===== src/rtl/core/iac_pkg.sv =====
`timescale 1ns / 1ps

package iac_pkg;

    // security states, coded as reported on alarm_state
    typedef enum logic [2:0] {
        SEC_DISARMED  = 3'd0,
        SEC_ARMING    = 3'd1,
        SEC_ARMED     = 3'd2,
        SEC_INTRUSION = 3'd3,
        SEC_ALARM     = 3'd4
    } sec_state_t;

    // remote command codes
    localparam logic [1:0] MODE_NONE   = 2'd0;
    localparam logic [1:0] MODE_ARM    = 2'd1;
    localparam logic [1:0] MODE_DISARM = 2'd2;

    // command answer codes
    localparam logic [1:0] CMD_NONE     = 2'd0;
    localparam logic [1:0] CMD_ACCEPTED = 2'd1;
    localparam logic [1:0] CMD_REJECTED = 2'd2;

    // beep counts
    localparam logic [2:0] BEEP_NONE   = 3'd0;
    localparam logic [2:0] BEEP_DISARM = 3'd1;
    localparam logic [2:0] BEEP_CANCEL = 3'd2;
    localparam logic [2:0] BEEP_ARM    = 3'd3;
    localparam logic [2:0] BEEP_ARMED  = 3'd5;

    // register indexes (byte address = 4 * index)
    localparam logic [2:0] REG_DEBOUNCE     = 3'd0;
    localparam logic [2:0] REG_LONG_PRESS   = 3'd1;
    localparam logic [2:0] REG_EXIT_DELAY   = 3'd2;
    localparam logic [2:0] REG_GRACE        = 3'd3;
    localparam logic [2:0] REG_SOUND_LIMIT  = 3'd4;
    localparam logic [2:0] REG_NEAR_LOW     = 3'd5;
    localparam logic [2:0] REG_NEAR_HIGH    = 3'd6;
    localparam logic [2:0] REG_SENSOR_PER   = 3'd7;
    localparam int         APB_ADDR_W       = 5;

    // register reset values
    localparam logic [9:0]  RST_DEBOUNCE    = 10'd50;
    localparam logic [15:0] RST_LONG_PRESS  = 16'd5000;
    localparam logic [15:0] RST_EXIT_DELAY  = 16'd20000;
    localparam logic [15:0] RST_GRACE       = 16'd30000;
    localparam logic [11:0] RST_SOUND_LIMIT = 12'd200;
    localparam logic [11:0] RST_NEAR_LOW    = 12'd249;
    localparam logic [11:0] RST_NEAR_HIGH   = 12'd695;
    localparam logic [9:0]  RST_SENSOR_PER  = 10'd100;

    // timing constants in ms
    localparam logic [12:0] COUNTDOWN_LAST   = 13'd4999;
    localparam logic [12:0] COUNTDOWN_CHIRP  = 13'd100;
    localparam logic [9:0]  WARN_CHIRP       = 10'd50;
    localparam logic [9:0]  WARN_HALF        = 10'd500;
    localparam logic [9:0]  WARN_HALF_CHIRP  = 10'd550;
    localparam logic [8:0]  SIREN_HALF       = 9'd500;
    localparam logic [9:0]  BLINK_LAST       = 10'd999;
    localparam logic [9:0]  ARMING_ON        = 10'd500;
    localparam logic [7:0]  FAST_LAST        = 8'd249;
    localparam logic [7:0]  FAST_ON          = 8'd125;
    localparam logic [6:0]  ALARM_LAST       = 7'd99;
    localparam logic [6:0]  ALARM_ON         = 7'd50;

    typedef struct packed {
        logic [9:0]  debounce_ms;
        logic [15:0] long_press_ms;
        logic [15:0] exit_delay_ms;
        logic [15:0] grace_ms;
        logic [11:0] sound_limit;
        logic [11:0] near_low_raw;
        logic [11:0] near_high_raw;
        logic [9:0]  sensor_period_ms;
    } cfg_t;

    typedef struct packed {
        sec_state_t  sec;
        logic        light_flag;
        logic        alarm_flag;
        logic        prev_touch_raw;
        logic        stable_touch;
        logic [15:0] debounce_count;
        logic [15:0] press_count;
        logic        long_seen;
        logic [15:0] state_timer;
        logic [12:0] countdown_phase;  // state_timer modulo 5000 while arming
        logic [9:0]  sensor_timer;
        logic [9:0]  blink_phase;
        logic [7:0]  blink_mod250;
        logic [6:0]  blink_mod100;
        logic [8:0]  siren_timer;
        logic        siren_pitch;
    } core_state_t;

    // controller state after reset: disarmed, siren on high tone
    localparam core_state_t CORE_RST = '{
        sec:             SEC_DISARMED,
        light_flag:      1'b0,
        alarm_flag:      1'b0,
        prev_touch_raw:  1'b0,
        stable_touch:    1'b0,
        debounce_count:  16'd0,
        press_count:     16'd0,
        long_seen:       1'b0,
        state_timer:     16'd0,
        countdown_phase: 13'd0,
        sensor_timer:    10'd0,
        blink_phase:     10'd0,
        blink_mod250:    8'd0,
        blink_mod100:    7'd0,
        siren_timer:     9'd0,
        siren_pitch:     1'b1
    };

    typedef struct packed {
        logic        touch_raw;
        logic [11:0] sound_level;
        logic [11:0] distance_raw;
        logic [1:0]  mode;
    } in_word_t;

    typedef struct packed {
        logic [2:0] alarm_state;
        logic       lamp_drive;
        logic       light_on;
        logic       alarm_active;
        logic       siren_on;
        logic       siren_high;
        logic       chirp;
        logic [2:0] beep_count;
        logic       status_changed;
        logic [1:0] command_status;
    } out_word_t;

endpackage


===== src/rtl/core/intrusion_alarm_controller_core.sv =====
`timescale 1ns / 1ps

// Intrusion alarm controller core.
// Input channel (in_valid/in_ready): one word per millisecond tick with the
// raw touch level, sound sample, ultrasonic sample and remote command mode.
// Output channel (out_valid/out_ready): one result word per input word with
// the security state, lamp level, light and alarm flags, siren on/tone,
// chirp request, beep count, status-changed flag and command answer.
// A word accepted into the input register is processed combinationally and
// its result is loaded into the result register once that register has room;
// it stays on the outputs until the receiver takes it with out_ready high.
// Throughput: one word per cycle unless the receiver stalls; the whole tick
// update is a single pass of counter/compare logic from input to result register.
// If the receiver stalls, the result register holds its word, the input
// register still takes one more word, and in_ready drops until the result
// is taken. Reset clears both valid flags, loads the register defaults and
// puts the controller in the disarmed state with the siren on high tone.
// Registers are written over the APB port at byte address 4 * index.
module intrusion_alarm_controller_core
(
    input  logic        clk,
    input  logic        rst_n,

    input  logic        in_valid,
    output logic        in_ready,
    input  logic        touch_raw,
    input  logic [11:0] sound_level,
    input  logic [11:0] distance_raw,
    input  logic [1:0]  mode,

    output logic        out_valid,
    input  logic        out_ready,
    output logic [2:0]  alarm_state,
    output logic        lamp_drive,
    output logic        light_on,
    output logic        alarm_active,
    output logic        siren_on,
    output logic        siren_high,
    output logic        chirp,
    output logic [2:0]  beep_count,
    output logic        status_changed,
    output logic [1:0]  command_status,

    input  logic                           psel,
    input  logic                           penable,
    input  logic                           pwrite,
    input  logic [iac_pkg::APB_ADDR_W-1:0] paddr,
    input  logic [31:0]                    pwdata,
    output logic [31:0]                    prdata,
    output logic                           pready
);

    iac_pkg::cfg_t        cfg_reg;
    iac_pkg::core_state_t state_reg;
    iac_pkg::core_state_t state_next;
    iac_pkg::in_word_t    in_word_reg;
    logic                 in_valid_reg;
    iac_pkg::out_word_t   out_word_reg;
    iac_pkg::out_word_t   out_word_next;
    logic                 out_valid_reg;
    logic                 step_go;
    logic                 in_take;
    logic                 cfg_write;
    logic [2:0]           reg_index;

    // configuration registers
    assign pready    = 1'b1;
    assign reg_index = paddr[iac_pkg::APB_ADDR_W-1:2];
    assign cfg_write = psel && penable && pwrite && pready;

    always_ff @(posedge clk or negedge rst_n)
    begin
        if (!rst_n)
        begin
            cfg_reg.debounce_ms      <= iac_pkg::RST_DEBOUNCE;
            cfg_reg.long_press_ms    <= iac_pkg::RST_LONG_PRESS;
            cfg_reg.exit_delay_ms    <= iac_pkg::RST_EXIT_DELAY;
            cfg_reg.grace_ms         <= iac_pkg::RST_GRACE;
            cfg_reg.sound_limit      <= iac_pkg::RST_SOUND_LIMIT;
            cfg_reg.near_low_raw     <= iac_pkg::RST_NEAR_LOW;
            cfg_reg.near_high_raw    <= iac_pkg::RST_NEAR_HIGH;
            cfg_reg.sensor_period_ms <= iac_pkg::RST_SENSOR_PER;
        end
        else if (cfg_write)
        begin
            case (reg_index)
                iac_pkg::REG_DEBOUNCE:    cfg_reg.debounce_ms      <= pwdata[9:0];
                iac_pkg::REG_LONG_PRESS:  cfg_reg.long_press_ms    <= pwdata[15:0];
                iac_pkg::REG_EXIT_DELAY:  cfg_reg.exit_delay_ms    <= pwdata[15:0];
                iac_pkg::REG_GRACE:       cfg_reg.grace_ms         <= pwdata[15:0];
                iac_pkg::REG_SOUND_LIMIT: cfg_reg.sound_limit      <= pwdata[11:0];
                iac_pkg::REG_NEAR_LOW:    cfg_reg.near_low_raw     <= pwdata[11:0];
                iac_pkg::REG_NEAR_HIGH:   cfg_reg.near_high_raw    <= pwdata[11:0];
                iac_pkg::REG_SENSOR_PER:  cfg_reg.sensor_period_ms <= pwdata[9:0];
                default:
                begin
                end
            endcase
        end
    end

    // register read-back
    always_comb
    begin
        case (reg_index)
            iac_pkg::REG_DEBOUNCE:    prdata = {22'd0, cfg_reg.debounce_ms};
            iac_pkg::REG_LONG_PRESS:  prdata = {16'd0, cfg_reg.long_press_ms};
            iac_pkg::REG_EXIT_DELAY:  prdata = {16'd0, cfg_reg.exit_delay_ms};
            iac_pkg::REG_GRACE:       prdata = {16'd0, cfg_reg.grace_ms};
            iac_pkg::REG_SOUND_LIMIT: prdata = {20'd0, cfg_reg.sound_limit};
            iac_pkg::REG_NEAR_LOW:    prdata = {20'd0, cfg_reg.near_low_raw};
            iac_pkg::REG_NEAR_HIGH:   prdata = {20'd0, cfg_reg.near_high_raw};
            iac_pkg::REG_SENSOR_PER:  prdata = {22'd0, cfg_reg.sensor_period_ms};
            default:                  prdata = 32'd0;
        endcase
    end

    // handshake: input register feeds result register whenever it has room
    assign step_go  = in_valid_reg && (!out_valid_reg || out_ready);
    assign in_ready = !in_valid_reg || step_go;
    assign in_take  = in_valid && in_ready;

    always_ff @(posedge clk or negedge rst_n)
    begin
        if (!rst_n)
        begin
            in_valid_reg  <= 1'b0;
            out_valid_reg <= 1'b0;
        end
        else
        begin
            if (in_take)
            begin
                in_valid_reg <= 1'b1;
            end
            else if (step_go)
            begin
                in_valid_reg <= 1'b0;
            end
            if (step_go)
            begin
                out_valid_reg <= 1'b1;
            end
            else if (out_ready)
            begin
                out_valid_reg <= 1'b0;
            end
        end
    end

    // input word register
    always_ff @(posedge clk)
    begin
        if (in_take)
        begin
            in_word_reg.touch_raw    <= touch_raw;
            in_word_reg.sound_level  <= sound_level;
            in_word_reg.distance_raw <= distance_raw;
            in_word_reg.mode         <= mode;
        end
    end

    // tick update
    iac_step u_step
    (
        .cfg  (cfg_reg),
        .cur  (state_reg),
        .din  (in_word_reg),
        .nxt  (state_next),
        .dout (out_word_next)
    );

    // controller state
    always_ff @(posedge clk or negedge rst_n)
    begin
        if (!rst_n)
        begin
            state_reg <= iac_pkg::CORE_RST;
        end
        else if (step_go)
        begin
            state_reg <= state_next;
        end
    end

    // result word register
    always_ff @(posedge clk)
    begin
        if (step_go)
        begin
            out_word_reg <= out_word_next;
        end
    end

    assign out_valid      = out_valid_reg;
    assign alarm_state    = out_word_reg.alarm_state;
    assign lamp_drive     = out_word_reg.lamp_drive;
    assign light_on       = out_word_reg.light_on;
    assign alarm_active   = out_word_reg.alarm_active;
    assign siren_on       = out_word_reg.siren_on;
    assign siren_high     = out_word_reg.siren_high;
    assign chirp          = out_word_reg.chirp;
    assign beep_count     = out_word_reg.beep_count;
    assign status_changed = out_word_reg.status_changed;
    assign command_status = out_word_reg.command_status;

endmodule


===== src/rtl/core/iac_step.sv =====
`timescale 1ns / 1ps

// One millisecond tick: next controller state and the result word.
module iac_step
(
    input  iac_pkg::cfg_t        cfg,
    input  iac_pkg::core_state_t cur,
    input  iac_pkg::in_word_t    din,
    output iac_pkg::core_state_t nxt,
    output iac_pkg::out_word_t   dout
);

    always_comb
    begin
        iac_pkg::core_state_t s;
        logic       chirp;
        logic [2:0] beeps;
        logic       changed;
        logic [1:0] cmd;
        logic       lamp;
        logic       hit;

        s       = cur;
        chirp   = 1'b0;
        beeps   = iac_pkg::BEEP_NONE;
        changed = 1'b0;
        cmd     = iac_pkg::CMD_NONE;
        lamp    = 1'b0;
        hit     = 1'b0;

        // ms counters: the timers saturate, the countdown phase wraps
        s.state_timer = (cur.state_timer == 16'hFFFF) ? 16'hFFFF : cur.state_timer + 16'd1;
        s.countdown_phase = (cur.countdown_phase == iac_pkg::COUNTDOWN_LAST) ? 13'd0
                          : cur.countdown_phase + 13'd1;
        s.sensor_timer = (cur.sensor_timer == 10'h3FF) ? 10'h3FF : cur.sensor_timer + 10'd1;
        if (cur.stable_touch)
        begin
            s.press_count = (cur.press_count == 16'hFFFF) ? 16'hFFFF
                          : cur.press_count + 16'd1;
        end
        if (din.touch_raw != cur.prev_touch_raw)
        begin
            s.debounce_count = 16'd0;
        end
        else
        begin
            s.debounce_count = (cur.debounce_count == 16'hFFFF) ? 16'hFFFF
                             : cur.debounce_count + 16'd1;
        end

        // debounced edge: press start or short-press release
        if (s.debounce_count > {6'd0, cfg.debounce_ms} && din.touch_raw != s.stable_touch)
        begin
            s.stable_touch = din.touch_raw;
            if (din.touch_raw)
            begin
                s.press_count = 16'd0;
                s.long_seen   = 1'b0;
            end
            else if (!s.long_seen && s.press_count < cfg.long_press_ms
                     && s.sec == iac_pkg::SEC_DISARMED)
            begin
                s.light_flag = ~s.light_flag;
                changed      = 1'b1;
            end
        end

        // long press
        if (s.stable_touch && !s.long_seen && s.press_count >= cfg.long_press_ms)
        begin
            s.long_seen = 1'b1;
            changed     = 1'b1;
            case (s.sec)
                iac_pkg::SEC_DISARMED:
                begin
                    s.sec             = iac_pkg::SEC_ARMING;
                    s.state_timer     = 16'd0;
                    s.countdown_phase = 13'd0;
                    beeps             = iac_pkg::BEEP_ARM;
                end
                iac_pkg::SEC_ARMING, iac_pkg::SEC_ARMED:
                begin
                    s.sec        = iac_pkg::SEC_DISARMED;
                    s.light_flag = 1'b0;
                    beeps        = iac_pkg::BEEP_DISARM;
                end
                iac_pkg::SEC_INTRUSION:
                begin
                    s.sec = iac_pkg::SEC_DISARMED;
                    beeps = iac_pkg::BEEP_CANCEL;
                end
                default:
                begin
                    s.sec        = iac_pkg::SEC_DISARMED;
                    s.alarm_flag = 1'b0;
                    beeps        = iac_pkg::BEEP_DISARM;
                end
            endcase
        end
        s.prev_touch_raw = din.touch_raw;

        // exit delay, grace period, siren tone
        case (s.sec)
            iac_pkg::SEC_ARMING:
            begin
                if (s.state_timer >= cfg.exit_delay_ms)
                begin
                    s.sec   = iac_pkg::SEC_ARMED;
                    beeps   = iac_pkg::BEEP_ARMED;
                    changed = 1'b1;
                end
                else if (s.countdown_phase < iac_pkg::COUNTDOWN_CHIRP)
                begin
                    chirp = 1'b1;
                end
            end
            iac_pkg::SEC_INTRUSION:
            begin
                if (s.state_timer >= cfg.grace_ms)
                begin
                    s.sec         = iac_pkg::SEC_ALARM;
                    s.alarm_flag  = 1'b1;
                    s.siren_timer = 9'd0;
                    s.siren_pitch = 1'b1;
                    changed       = 1'b1;
                end
                else if (cur.blink_phase < iac_pkg::WARN_CHIRP
                         || (cur.blink_phase >= iac_pkg::WARN_HALF
                             && cur.blink_phase < iac_pkg::WARN_HALF_CHIRP))
                begin
                    chirp = 1'b1;
                end
            end
            iac_pkg::SEC_ALARM:
            begin
                if (s.siren_timer + 9'd1 >= iac_pkg::SIREN_HALF)
                begin
                    s.siren_timer = 9'd0;
                    s.siren_pitch = ~s.siren_pitch;
                end
                else
                begin
                    s.siren_timer = s.siren_timer + 9'd1;
                end
            end
            default:
            begin
            end
        endcase

        // sensor check while armed
        if (s.sec == iac_pkg::SEC_ARMED && s.sensor_timer >= cfg.sensor_period_ms)
        begin
            hit = (din.sound_level > cfg.sound_limit)
                || (din.distance_raw >= cfg.near_low_raw
                    && din.distance_raw <= cfg.near_high_raw);
            s.sensor_timer = 10'd0;
            if (hit)
            begin
                s.sec             = iac_pkg::SEC_INTRUSION;
                s.state_timer     = 16'd0;
                s.countdown_phase = 13'd0;
                changed           = 1'b1;
            end
        end

        // remote command
        case (din.mode)
            iac_pkg::MODE_NONE:
            begin
            end
            iac_pkg::MODE_ARM:
            begin
                if (s.sec == iac_pkg::SEC_DISARMED)
                begin
                    s.sec             = iac_pkg::SEC_ARMING;
                    s.state_timer     = 16'd0;
                    s.countdown_phase = 13'd0;
                    beeps             = iac_pkg::BEEP_ARM;
                    changed           = 1'b1;
                    cmd               = iac_pkg::CMD_ACCEPTED;
                end
                else
                begin
                    cmd = iac_pkg::CMD_REJECTED;
                end
            end
            iac_pkg::MODE_DISARM:
            begin
                if (s.sec != iac_pkg::SEC_DISARMED)
                begin
                    s.sec        = iac_pkg::SEC_DISARMED;
                    s.alarm_flag = 1'b0;
                    s.light_flag = 1'b0;
                    beeps        = iac_pkg::BEEP_DISARM;
                    changed      = 1'b1;
                    cmd          = iac_pkg::CMD_ACCEPTED;
                end
                else
                begin
                    cmd = iac_pkg::CMD_REJECTED;
                end
            end
            default:
            begin
                cmd = iac_pkg::CMD_REJECTED;
            end
        endcase

        // lamp pattern per state, blinking from the current blink phase
        case (s.sec)
            iac_pkg::SEC_DISARMED:  lamp = s.light_flag;
            iac_pkg::SEC_ARMING:    lamp = (cur.blink_phase < iac_pkg::ARMING_ON);
            iac_pkg::SEC_ARMED:     lamp = 1'b1;
            iac_pkg::SEC_INTRUSION: lamp = (cur.blink_mod250 < iac_pkg::FAST_ON);
            iac_pkg::SEC_ALARM:     lamp = (cur.blink_mod100 < iac_pkg::ALARM_ON);
            default:                lamp = 1'b0;
        endcase

        // blink phase and its residues advance every tick
        s.blink_phase  = (cur.blink_phase == iac_pkg::BLINK_LAST) ? 10'd0
                       : cur.blink_phase + 10'd1;
        s.blink_mod250 = (cur.blink_mod250 == iac_pkg::FAST_LAST) ? 8'd0
                       : cur.blink_mod250 + 8'd1;
        s.blink_mod100 = (cur.blink_mod100 == iac_pkg::ALARM_LAST) ? 7'd0
                       : cur.blink_mod100 + 7'd1;

        nxt = s;

        dout.alarm_state    = s.sec;
        dout.lamp_drive     = lamp;
        dout.light_on       = s.light_flag;
        dout.alarm_active   = s.alarm_flag;
        dout.siren_on       = (s.sec == iac_pkg::SEC_ALARM);
        dout.siren_high     = (s.sec == iac_pkg::SEC_ALARM) && s.siren_pitch;
        dout.chirp          = chirp;
        dout.beep_count     = beeps;
        dout.status_changed = changed;
        dout.command_status = cmd;
    end

endmodule


===== config.mk =====
export PLATFORM = sky130hd
export DESIGN_NAME = intrusion_alarm_controller_core
export DESIGN_NICKNAME = d
export VERILOG_FILES = /design/src/rtl/core/iac_pkg.sv /design/src/rtl/core/intrusion_alarm_controller_core.sv /design/src/rtl/core/iac_step.sv
export SDC_FILE = /design/constraint.sdc
export NUM_CORES = 1
export LEC_CHECK = 0
export ABC_AREA = 1
export BUFFER_PORTS_ARGS = -buffer_cell sky130_fd_sc_hd__buf_2
export CORE_MARGIN = 2
export CORE_UTILIZATION = 45
export CTS_BUF_LIST = sky130_fd_sc_hd__clkbuf_8
export DETAILED_ROUTE_END_ITERATION = 10
export SYNTH_ARGS = -nofsm -noshare
export SYNTH_HDL_FRONTEND = slang
export SYNTH_SLANG_ARGS = --single-unit

===== constraint.sdc =====
create_clock -name clk -period 10.6 [get_ports clk]
set_input_delay 1.06 -clock clk [delete_from_list [all_inputs] [get_ports clk]]
set_output_delay 1.06 -clock clk [all_outputs]
set_load 0.005 [all_outputs]

==> flow_metrics.py <==
metrics = {
    "clock_tree": {
        "post_cts_buffers": 0,
        "cts_tree": "done",
        "cts_root_buf": "clkbuf_8",
        "cts_sinks": 262,
        "clk_path_buf_depth": 3,
        "numCtsBuffers": 50,
        "cts_resized": 0,
        "clkTransAtPathRegs_ps": 50,
        "clk_latency_ps": 630,
        "ctsHoldBuffers": 0,
        "htreeDepth": 2,
    },
    "die": {
        "fp.dieH_um": 194.3,
        "die-area_um2": 37760,
        "ioPinCount": 121,
        "dieWidth_um": 194.3,
        "fp-row-count": 69,
        "core_um2": 35660,
        "initial_utilization_pct": 45.72,
    },
    "sta": {
        "relSlewSlack_pct": 31.76,
        "hold_violations": 0,
        "worst_pin_slew_ps": 1014,
        "worst_slack_ps": 1673,
        "holdWs_ps": 429.2,
        "drv_slew": 0,
        "period_needed_ps": 8927,
        "rsz0062_at_grt": "false",
        "finClkSkew_ps": 42.27,
        "finalCritPeriodShare_pct": 84.22,
        "max_freq_mhz": 112.0,
        "finalSetupTns_ps": 0,
        "setup_viol": 0,
    },
    "placement": {
        "io_buffers": 85,
        "hpwl_mm": 29.61,
        "gp_congestion": 0.8541,
        "pre_cts_slack_ps": 1692,
        "dp_cells": 2540,
    },
    "setup_path": {
        "crit_family": "simple AND/OR/NAND/NOR gates",
        "crit_path_start_kind": "flop",
        "cpMostUsedCell": "nand2_1",
        "slowest_delay_ps": 750,
        "crit_fanout": 26,
        "worst-path-buf-inv": 4,
        "worstPathArrival_ps": 9400,
        "crit_type": "flop to flop",
        "worst_path_max_delay_cell": "xnor2_1",
        "end_kind": "flop",
        "cp.required_ps": 11070,
    },
    "logic_synthesis": {
        "ys_ff_latch": 262,
        "syn_area_um2": 16300,
        "synthDistinctLibCells": 61,
        "yosys-top-cells-area": "dfrtp_1, nand2_1, ha_1",
        "yosysWarnings": 0,
        "netlist.area_leader.share_pct": 27.63,
        "yosysSeqAreaShare_pct": 41.82,
        "syn_avg_cell_area_um2": 7.994,
        "synthesis.instances": 2039,
        "synth.largest_area_cell": "dfrtp_1",
    },
    "drt": {
        "detail-route-antenna-nets": 0,
        "post_drt_wl_per_cell_um": 15.40,
        "viasPerCell": 5.184,
        "first_iter_violations": 752,
        "routed_wl_mm": 40.49,
        "vias": 13630,
        "route.detailed.drc": 5,
        "firstDrtPassIters": 8,
    },
    "pwr": {
        "p_leak_nw": 8.842,
        "power.density_nw_per_um2": 223.8,
        "ir_worst_vdd_uv": 108.9,
    },
    "grt": {
        "antenna_found_initial": 0,
        "first_global_vias": 13140,
        "grt_usage_pct": 21.85,
        "overflow": 0,
        "grt_start_max_net_pins": 84,
        "grt_pass1_wl_mm": 66.65,
    },
    "finish": {
        "drive_gt1_share_pct": 11.72,
        "fin_cells": 2629,
        "largest_reg_flops": 114,
        "final_nets": 2335,
        "area_growth_pct": 10.61,
        "diodes": 0,
        "fillerInstances": 3473,
    },
    "outcome": {
        "status": "finished, violations left",
        "violations": "design-rule violations",
    },
    "run": {
        "max_cap_violations": 0,
    },
    "hold_path": {
        "hp-class": "input port to async pin",
    },
}
## Yosys cell counts, drive strengths merged
library cell,number
a21o,2
o31ai,3
ha,133
clkbuf,31
conb,2
o2111ai,4
inv,343
a22oi,6
or2,3
dfstp,40
nand3,93
o221ai,3
nor4,10
edfxtp,42
nand4,27
xnor2,5
a211oi,6
a31oi,4
clkinv,3
nand3b,6
nand2,454
a31o,1
nor3b,6
a21boi,2
o211ai,15
o41ai,2
buf,38
o21ai,210
dfrtp,180
o311ai,1
a21oi,93
xor2,26
o21bai,3
a221oi,1
nor3,46
nor2,131
o22a,1
or3,1
and3,3
a41oi,1
o22ai,58
## cell families (layout without fill, tap and decap cells)
kind of cell	Yosys count	after routing	synth area share [%]
AND/OR/NAND/NOR	780	780	21.00
buffers and inverters	415	529	10.35
adder cells (fa/ha/maj)	133	133	10.21
flip-flops	262	262	41.82
XOR/XNOR	31	31	1.666
AO/OA/AOI/OAI	416	416	14.91
other	2	17	0.04607
## routing by layer
layer | track usage (%) | routed length (um) | up-vias
met1 | 29.62 | 18960 | 6405
met5 | 0 | 0 | -
met4 | 6.781 | 996 | 0
met3 | 4.095 | 1843 | 59
li1 | - | - | 6905
met2 | 35.56 | 18690 | 260
## cell type report
class / instances / area (um^2) / area share [%]
multi-input cells: 1377 / 7856 / 43.57
flip-flops and latches: 262 / 6817 / 37.81
inverters: 346 / 1301 / 7.217
clock buffers: 60 / 825.8 / 4.580
well taps: 461 / 576.8 / 3.199
repair buffers: 94 / 503.0 / 2.790
clock inverters: 29 / 150.1 / 0.8328
## per-stage QoR
stage / total power (W) / cell area (um^2) / utilization (%)
floorplan: 0.002640 / 16360 / -
global placement: 0.003019 / 17050 / 47.83
detailed placement: 0.003067 / 17050 / 47.83
CTS: 0.004078 / 18030 / 50.57
global route: 0.004401 / 18030 / 50.57
finish: 0.004036 / 18030 / 50.57
## report_power, final
| part | switching (W) | leakage (nW) | internal, W |
|---|---|---|---|
| registers | 0.000169 | 3.15 | 0.00131 |
| logic | 0.00100 | 5.12 | 0.000577 |
| clock network | 0.000446 | 0.567 | 0.000534 |
| total | 0.00162 | 8.84 | 0.00242 |
## worst reg2reg max path, delay by kind of cell (launching register included)
| kind | cells | cell delay, ps |
|---|---|---|
| and+or+nand+nor | 22 | 3990 |
| AOI/OAI and AO/OA | 10 | 1830 |
| buffers and inverters | 4 | 960 |
| adders and majority gates | 3 | 760 |
| xor gates and xnor gates | 1 | 750 |
| DFF | 1 | 500 |
## path summary, 6_finish.rpt
path / from / slack (ps) / to / cells after the start
worst max-delay path: in_word_reg[26] / 1670 / state_reg[54] / 40
worst min-delay path: rst_n / 430 / state_reg[5] / 1
worst max register to register: in_word_reg[26] / 1670 / state_reg[54] / 40
worst min register to register: cfg_reg[65] / 480 / cfg_reg[65] / 2
max in group asynchronous: rst_n / 7970 / cfg_reg[13] / 3
min in group clk: cfg_reg[65] / 480 / cfg_reg[65] / 2
## placed cells by master, fill, tap and decap left out, drive strengths merged, types with 3 or more instances in the layout
cell type | netlist | layout
ha | 133 | 133
nor4 | 10 | 10
a21oi | 93 | 93
o21bai | 3 | 3
edfxtp | 42 | 42
a211oi | 6 | 6
a22oi | 6 | 6
nand2 | 454 | 454
or2 | 3 | 3
dfrtp | 180 | 180
and3 | 3 | 3
dfstp | 40 | 40
o21ai | 210 | 210
xnor2 | 5 | 5
clkbuf | 31 | 60
o2111ai | 4 | 4
a31oi | 4 | 4
nor3b | 6 | 6
inv | 343 | 362
nor3 | 46 | 46
o31ai | 3 | 3
clkinv | 3 | 11
buf | 38 | 94
xor2 | 26 | 26
nor2 | 131 | 131
nand4 | 27 | 27
nand3b | 6 | 6
nand3 | 93 | 93
conb | 2 | 17
o211ai | 15 | 15
o221ai | 3 | 3
o22ai | 58 | 58
Note: power is estimated with default switching activity, not from simulation.
